<file path="config.mk">
export PLATFORM = sky130hd
export DESIGN_NAME = pru_queue
export DESIGN_NICKNAME = d
export VERILOG_FILES = /design/src/design/pru_pkg.sv /design/src/design/pru_queue.sv
export SDC_FILE = /design/constraint.sdc
export NUM_CORES = 1
export LEC_CHECK = 0
export ABC_AREA = 1
export BUFFER_PORTS_ARGS = -buffer_cell sky130_fd_sc_hd__buf_2
export CAP_MARGIN = 5
export CORE_ASPECT_RATIO = 1.75
export CORE_UTILIZATION = 25
export CTS_BUF_LIST = sky130_fd_sc_hd__clkbuf_8
export CTS_CLUSTER_DIAMETER = 50
export DETAILED_ROUTE_END_ITERATION = 7
export HOLD_SLACK_MARGIN = 0.06
export SETUP_SLACK_MARGIN = 0.1
export SLEW_MARGIN = 15
export SYNTH_ARGS = -nofsm -noshare
export SYNTH_HDL_FRONTEND = slang
export SYNTH_SLANG_ARGS = --single-unit
</file>
<file path="constraint.sdc">
create_clock -name i_clk -period 2.39 [get_ports i_clk]
set_clock_uncertainty 0.15 [all_clocks]
set_input_delay 0.478 -clock i_clk [delete_from_list [all_inputs] [get_ports i_clk]]
set_output_delay 0.478 -clock i_clk [all_outputs]
set_load 0.05 [all_outputs]
</file>
<file path="src/design/pru_pkg.sv">
// Shared types and constants for the pixel replicate upscaler.
package pru_pkg;

    localparam int unsigned MAX_WIDTH_DEF = 1024;
    localparam int unsigned MAX_SCALE_DEF = 64;

    localparam int unsigned PIX_W   = 24;
    localparam int unsigned SCALE_W = 7;
    localparam int unsigned SRCW_W  = 11;
    localparam int unsigned CFG_W   = 11;
    localparam int unsigned PAD_W   = 2;

    localparam int unsigned Q_DEPTH = 4;
    localparam int unsigned Q_PTR_W = 2;
    localparam int unsigned Q_CNT_W = 3;

    typedef logic [0:0] t_cfg_idx;
    localparam t_cfg_idx CFG_SCALE = 1'b0;
    localparam t_cfg_idx CFG_WIDTH = 1'b1;

    typedef logic [0:0] t_op;
    localparam t_op OP_PIXEL  = 1'b0;
    localparam t_op OP_REPLAY = 1'b1;

    // One command from the front end: a pixel to be copied scale times, or an error.
    typedef struct packed {
        logic [PIX_W-1:0] pixel;
        logic             row_end;
        logic [PAD_W-1:0] pad;
        logic             error;
    } t_cmd;

endpackage

</file>
<file path="src/design/pru_queue.sv">
// Short command queue between the front and back ends.
module pru_queue (
    input  logic                         i_clk,
    input  logic                         i_rst_n,
    input  logic                         i_push,
    input  pru_pkg::t_cmd                i_cmd,
    input  logic                         i_pop,
    output logic                         o_valid,
    output pru_pkg::t_cmd                o_head,
    output logic [pru_pkg::Q_CNT_W-1:0]  o_count
);
    import pru_pkg::*;

    t_cmd               r_mem [Q_DEPTH];
    logic [Q_PTR_W-1:0] r_wr_ptr, r_rd_ptr;
    logic [Q_CNT_W-1:0] r_count, n_count;
    logic               do_pop;

    assign do_pop = i_pop & (r_count != '0);

    always_comb begin
        n_count = r_count;
        unique case ({i_push, do_pop})
            2'b10:   n_count = r_count + Q_CNT_W'(1);
            2'b01:   n_count = r_count - Q_CNT_W'(1);
            default: n_count = r_count;
        endcase
    end

    always_ff @(posedge i_clk) begin
        if (!i_rst_n) begin
            r_wr_ptr <= '0;
            r_rd_ptr <= '0;
            r_count  <= '0;
        end else begin
            r_count <= n_count;
            if (i_push) begin
                r_wr_ptr <= r_wr_ptr + Q_PTR_W'(1);
            end
            if (do_pop) begin
                r_rd_ptr <= r_rd_ptr + Q_PTR_W'(1);
            end
        end
    end

    always_ff @(posedge i_clk) begin
        if (i_push) begin
            r_mem[r_wr_ptr] <= i_cmd;
        end
    end

    assign o_valid = r_count != '0;
    assign o_head  = r_mem[r_rd_ptr];
    assign o_count = r_count;

endmodule

</file>
### After elaboration in Yosys (flattened, before gate mapping)

Memory sizes are Yosys's and may differ from the RTL's. A register that Yosys moved wholly into a read port is not among the register bits.
Index checks and enable logic that the tools add are counted.

* register bits after elaboration: 7
* bits in latches: 0
* memory bits (writable): 112
* ROM bits: 0
* input port bits: 32
* output and inout port bits: 32
* logic and storage cells: 18
* memories: 1

* $add $sub $neg: 4
* $mul: 0
* divide/modulo/power cells: 0
* $lt $le $gt $ge: 0
* eq/ne operators: 2
* shifts and indexed selects: 0
* muxes and demuxes: 5
* bitwise gates (word level): 1
* reductions and logical operators: 2

Memory list
* r_mem: words 4, width 28, read ports 1, clocked after Yosys merged registers in 1, wr ports 1, line pru_queue.sv:14 `t_cmd r_mem [Q_DEPTH];`

Operator list (count)
* case mux 3 bit (2 select lines): 1
* adder 2 x 1 -> 2 bit (second input constant): 2
* two-way mux 2 bit: 2
* adder 3 x 1 -> 3 bit (second input constant): 1
* nonzero test 3 bit: 1
* subtractor 3 x 1 -> 3 bit (second input constant): 1
* == test 2 x 1 -> 1 bit (second input constant): 1
* == test 2 bit (second input constant): 1
* two-way mux 1 bit: 2
* nonzero test 2 bit: 1
* AND 1 bit: 1

### Logic depth before layout (Yosys ltp)

Gate-level depths: netlist of run 1.

* word-level depth: 4
* depth in mapped cells: 13
* depth with buffers taken out: 13

### Least setup slack after synthesis of run 1

No wires, ideal clock.

* kind: reg2reg
* start point: register r_count[2] (netlist: o_count[2])
* end point: register r_count[2] (netlist: o_count[2])
* setup time: 0.113 ns
* arrival: 2.237 ns
* required time: 2.127 ns
* setup slack: -0.110 ns
* stages on the path, launching flop included: 14
* buffers on the path: 0
* period minus slack after synthesis: 2.500 ns
* path through: dfxtp_1 > inv_1 > nand2_1 > nand2_1 > inv_1 > ha_1 > inv_1 > fa_1 > inv_1 > nand2_1 > nand3_1 > nand2_1 > nand2_1 > nor2_1

* longest elaborated chain between the ends: 4
* elaborated cells between the ends (all ways): 8
* those cells by class: 2 x add/sub; 2 x eq/ne; 1 x mux; 1 x bitwise; 2 x reduce/logical

RTL lines
* start: declaration: line pru_queue.sv:16 `logic [Q_CNT_W-1:0] r_count, n_count;`
* start signal: assignment: line pru_queue.sv:36 `r_count <= n_count;`
* nonzero test 3 bit (*)
* named net o_valid: line pru_queue.sv:8 `output logic o_valid,`
* AND 1 bit (*): line pru_queue.sv:19 `assign do_pop = i_pop & (r_count != '0);`
* named net do_pop: line pru_queue.sv:17 `logic do_pop;`
* == test 2 x 1 -> 1 bit / == test 2 bit (equally long branches): line pru_queue.sv:23 `unique case ({i_push, do_pop})`
* case mux 3 bit (2 select lines) / nonzero test 2 bit (equally long branches)

The timed path passes the listed nets; every way through them passes the cells marked *.
A chain may end at the register's enable or synchronous reset.

==> results by group, run 1 <==
STA
  • Final Slew Violations: 0
  • Setup Viol. Count Final: 0
  • Worst slew pin tran: 0.677 ns
  • Fmax: 444 MHz
  • Final period utilization: 94.3%
  • Final Critical Period: 2.25 ns
  • RSZ-0062 raised after global routing: yes
  • Setup TNS Final: 0 ns
  • Endpoints failing hold: 0
  • Max-slew headroom: 54.6%

Setup path
  • Worst setup path class: reg2out
  • Slowest cell on crit path: dfxtp_4
  • Nature of the critical path startpoint: register
  • Worst Path Required: 1.76 ns
  • Critical path endpoint category: output pin
  • Bufs and invs on worst path: 4
  • Worst endpoint data arrival time: 1.62 ns
  • Largest stage delay on the critical path: 0.37 ns
  • CP delay by family, top: buffers and inverters
  • Crit-path cells: buf_12, inv_16, clkbuf_16, nor2_1, o22ai_1, buf_6
  • Crit-path max FO: 8

Finish
  • Fillers: 1798
  • Nets: 463
  • Fraction of layout cells with a size suffix above 1: 30.0%
  • Layout Cells excl Fill: 672
  • Area delta synth->final: 32.8%
  • Area of the multi-input gates: 941 sq um
  • Register area: 3550 sq um
  • Util after Layout: 34.0%

Floorplanning
  • Core box area: 18100 sq um
  • Die Area: 19000 sq um
  • Die height: 182 um
  • IO Count: 64
  • Row count: 65
  • Starting Density: 25.6%
  • DIE WIDTH: 105 um

CTS
  • Num CTS Buffers: 17
  • Clk sinks: 121
  • H-tree depth: 4
  • Clock root buffer: clkbuf_8
  • CTS tree: yes
  • Longest Clk Path Bufs: 2
  • Clk_lat worst skew: 0.42 ns
  • Clock transition at the registers of the reported paths: 0.07 ns

Placement
  • Placed insts: 627
  • GP Congestion: 0.656
  • HPWL after detailed placement: 6.92 mm
  • PortBufs: 63

Worst hold path
  • Min-delay worst type: in2reg

Detailed routing
  • Initial DRC Count: 140
  • DR vias/cell: 4.43
  • Drc violations: 0
  • Vias: 2974
  • Remaining antenna violation count: 0
  • WL final: 11.7 mm
  • WL/cell: 17.5 um
  • TritonRoute pass-1 iters: 4

Synth
  • Cell count after synthesis: 336
  • Yosys top cell by area: edfxtp_1
  • Number of distinct library cells after synthesis: 18
  • Post-synth EDFFs: 112
  • Syn Std Cell Area: 4620 sq um
  • Synth area leaders: edfxtp_1 (73%), nor2_1 (5.0%), o21ai_0 (4.9%), dfxtp_1 (3.9%), o22ai_1 (3.8%)
  • Mapped Nets: 374
  • Register area share after synthesis: 76.7%
  • Count leader, synth: edfxtp_1
  • Post-Syn Area per Cell: 13.7 sq um
  • Share of synthesized flip-flops with an asynchronous set or reset: 0%
  • Post-synth top cells: edfxtp_1 (112), nor2_1 (62), o21ai_0 (45)
  • Top-area cell type share of the netlist area: 72.8%
  • Ys Warns: 0
  • Register bit total from synthesis: 121
  • Main synth FF type: edfxtp_1

Power and ir drop
  • Leakage: 2.23 nW
  • Power Dens Cells: 1010 nW/um^2
  • Peak VDD IR: 0.386 mV

Global route
  • Largest net degree at the start of global routing: 29
  • Initial antenna violation count: 1
  • Gr usage total: 12.1%
  • Vias in the first global route: 3033
  • First-pass GRT wire length: 17.0 mm
  • Grt total ovfl: 0

Run status
  • Outcome: finished, final reports clean

Job
  • MaxCap Viol Count: 0
==> area by class of cell <==
class	count	share of cell area [%]
well taps	234	4.77
repair buffers	87	14.6
clock inverters	14	1.90
inverters	19	1.63
flip-flops and latches	121	57.9
multi-input cells	179	15.3
diodes	1	0.0408
clock buffers	17	3.81
==> logic make-up after synthesis <==
kind of cell             synth area share, %
buffers and inverters                   4.06
adder cells (fa/ha/maj)                 1.79
AO/OA/AOI/OAI                           10.8
AND/OR/NAND/NOR                         6.58
flip-flops                              76.7
==> worst register-to-register path, cell delays in order, from the launching register on <==
cell      delay [ns]
dfxtp_1         0.36
inv_1           0.10
ha_1            0.20
nand2_1         0.06
clkinv_1        0.53
buf_12          0.41
==> sequential cells by signal, summed over array words and instances, names as in the netlist, named ones only <==
register  cells
r_wr_ptr      2
r_mem       112
r_rd_ptr      2
o_count       3
==> what timing repair did <==
item,in CTS,in global routing
pin swaps,1,12
hold buffers,0,0
endpoints found under the setup margin,28,26
cloned,1,7
setup buffers,0,5
resized for setup,36,59
==> worst paths after layout <==
kind	from	endpoint	slack, ns	cells past startpoint
worst max register to register	r_wr_ptr[0]	r_mem[0][2]	0.33	5
worst min register to register	r_rd_ptr[1]	register	0.35	2
worst max-delay path	register	o_head[17]	0.14	6
worst min-delay path	i_cmd[17]	r_mem[1][17]	0.13	1
==> where the power goes <==
group          switching (W)  internal [W]
sequential         0.0000533       0.00244
combinational        0.00133      0.000743
clock               0.000765      0.000888
==> through the flow <==
step                      hold slack (ns)  area [sq um]  power (W)  worst slack [ns]
after floorplan                     0.309          4620    0.00370             0.197
after global placement              0.355          5280    0.00410             0.276
after detailed placement            0.356          5280    0.00412             0.235
after CTS                          0.0980          5760    0.00594            0.0716
after global routing               0.0913          6130    0.00650            0.0548
final                               0.127          6130    0.00622             0.137
==> cell usage in the layout (no fill, tap or decap), types with 4 or more instances in the layout <==
cell	count
buf_2	35
clkinv_1	7
clkinv_2	6
buf_12	13
o22ai_1	22
edfxtp_1	112
inv_1	15
buf_6	6
nand2_1	14
a21oi_1	5
dfxtp_1	4
o21ai_1	26
nor2_1	61
o21ai_0	31
ha_1	5
buf_4	24
o22ai_2	6
clkbuf_16	7
clkbuf_8	17
==> layer usage <==
metal | up-vias | track usage, % | share of wire (%)
li1 | 1412 | - | -
met1 | 1480 | 12.5 | 39
met2 | 68 | 22.2 | 55
met3 | 14 | 3.63 | 3.5
met4 | 0 | 5.58 | 2.3
met5 | - | 0 | 0
No activity file was read; power rests on OpenSTA's default activity.
==> inputs of run 2 (changes only) <==
BUFFER_PORTS_ARGS = -buffer_cell sky130_fd_sc_hd__buf_4   (was -buffer_cell sky130_fd_sc_hd__buf_2)
==> results by group, run 2 (synthesis results as in run 1) <==
Setup path
  • Bufs and invs on worst path: 2
  • Critical path endpoint category: output pin
  • Reg2reg setup slack: 0.34 ns
  • Nature of the critical path startpoint: register
  • Reg-to-Reg End: r_mem[2][2]
  • Crit-path max FO: 7
  • Worst Path Required: 1.76 ns
  • CP delay by family, top: flip-flops
  • Worst setup path class: reg2out
  • R2R depth: 5
  • Crit-path cells: clkbuf_16, o21ai_0, o22ai_1, buf_4
  • Reg-to-Reg Start: r_wr_ptr[0]
  • Slowest cell on crit path: dfxtp_4
  • Worst endpoint data arrival time: 1.60 ns
  • Largest stage delay on the critical path: 0.46 ns

CTS
  • Setup bufs post-CTS: 0
  • Clock transition at the registers of the reported paths: 0.07 ns
  • H-tree depth: 4
  • Clk sinks: 121
  • Clk_lat worst skew: 0.42 ns
  • Num CTS Buffers: 17
  • CTS tree: yes
  • Longest Clk Path Bufs: 2
  • Clock root buffer: clkbuf_8

Detailed routing
  • Vias: 2963
  • WL final: 11.2 mm
  • TritonRoute pass-1 iters: 5
  • WL/cell: 16.9 um
  • DR vias/cell: 4.46
  • Initial DRC Count: 126
  • Remaining antenna violation count: 0
  • Drc violations: 0

STA
  • RSZ-0062 raised after global routing: yes
  • Endpoints failing hold: 0
  • Fmax: 449 MHz
  • Worst slew pin tran: 0.677 ns
  • Max-slew headroom: 54.6%
  • Final period utilization: 93.1%
  • Final Critical Period: 2.23 ns
  • Setup TNS Final: 0 ns
  • Worst hold slack: 0.103 ns
  • Setup Viol. Count Final: 0
  • Final Slew Violations: 0

Worst hold path
  • Hold Crit Depth: 1
  • Min-delay src: i_cmd[10]
  • Min-delay worst type: in2reg
  • Hold path endpoint: r_mem[0][10]

Global route
  • Grt total ovfl: 0
  • Busiest layer in global routing: met2
  • Gr usage total: 11.8%
  • Largest net degree at the start of global routing: 43
  • Vias in the first global route: 3086
  • M3 GR Usage: 3.73%
  • Initial antenna violation count: 0
  • GR Util met1: 11.8%
  • First-pass GRT wire length: 16.4 mm
  • Met2 GRT Util: 21.3%

Finish
  • Diodes inserted: 0
  • Nets: 455
  • Most common cell after layout, fill and taps aside: edfxtp_1
  • Biggest register: r_mem
  • Fraction of layout cells with a size suffix above 1: 28.1%
  • Fin area: 6070 sq um
  • Commonest non-fill, non-tap cells in the layout: edfxtp_1 (112), buf_4 (63), nor2_1 (62), o21ai_0 (41), o22ai_1 (23)
  • Fillers: 1758
  • Area delta synth->final: 31.5%
  • Largest register FFs: 112

Floorplanning
  • IO Count: 64
  • Starting Density: 25.6%
  • DIE WIDTH: 105 um
  • Core box area: 18100 sq um
  • Die Area: 19000 sq um
  • Die height: 182 um
  • Row count: 65

Job
  • MaxCap Viol Count: 0

Placement
  • PortBufs: 63
  • Placed Area: 5400 sq um
  • HPWL after detailed placement: 6.37 mm
  • GP Congestion: 0.653

Power and ir drop
  • Total power: 0.00639 W
  • Peak VDD IR: 0.415 mV
  • Leakage: 2.18 nW
  • Power Dens Cells: 1050 nW/um^2

Run status
  • Outcome: finished, final reports clean
run 2: changes by cell type in the layout (fill, tap and decap cells not counted), moves of 3 or more:
cell	change
clkbuf_16	-4
buf_12	-6
clkinv_1	-3
bufinv_16	+3
buf_4	+39
o21ai_0	+10
buf_2	-35
o21ai_1	-7
o21ai_2	-3
run 2: worst max-delay path by stage:
| stage | cells after the start | startpoint | endpoint | slack, ns |
|---|---|---|---|---|
| 6_report | 4 | register | o_head[5] | 0.16 |
| 5_1_grt | 4 | register | o_head[2] | 0.07 |
| 4_1_cts | 5 | register | o_head[27] | 0.08 |
| 3_5_place_dp | 5 | register | o_head[7] | 0.27 |
| 3_3_place_gp | 5 | register | o_head[7] | 0.33 |
| 2_1_floorplan | 5 | register | o_head[0] | 0.20 |
run 2: power breakdown:
group | internal (W) | total, W | leakage (nW) | switching (W)
clock network | 0.00123 | 0.00203 | 0.224 | 0.000801
logic | 0.000594 | 0.00186 | 0.856 | 0.00127
registers | 0.00244 | 0.00250 | 1.11 | 0.0000607
total | 0.00426 | 0.00639 | 2.18 | 0.00213
run 2: layer usage:
layer  routed length [um]  vias to the layer above
met5                    0                        -
met4                  368                        0
met3                  474                       20
met2                 6170                       77
met1                 4190                     1470
li1                     -                     1396
run 2: cell type report:
class | instances | area [sq um] | share of cell area (%)
clock buffers | 17 | 234 | 3.85
well taps | 234 | 293 | 4.82
clock inverters | 15 | 209 | 3.44
flip-flops and latches | 121 | 3550 | 58.6
inverters | 19 | 88.8 | 1.46
repair buffers | 79 | 771 | 12.7
multi-input cells | 179 | 921 | 15.2
run 2: worst reg2reg max path, stage by stage, from the launching register on:
cell and delay [ns]:
dfxtp_1 0.36, inv_1 0.10, ha_1 0.20, nand2_1 0.06
clkinv_1 0.53, buf_12 0.40
run 2: through the flow:
| step | util, % | cells | setup slack (ns) |
|---|---|---|---|
| 4_1_cts | 32.8 | 659 | 0.0777 |
| 6_report | 33.6 | 664 | 0.164 |
| 5_1_grt | 33.6 | 664 | 0.0700 |
| 2_1_floorplan | - | 336 | 0.197 |
| 3_3_place_gp | 29.9 | 626 | 0.326 |
| 3_5_place_dp | 29.9 | 626 | 0.274 |
run 2: what timing repair did:
item,in CTS,in global routing
hold buffers,0,1
endpoints found under the setup margin,28,25
pin swaps,1,6
cloned,1,4
hold endpoints to repair,0,4
gates resized for setup,13,18
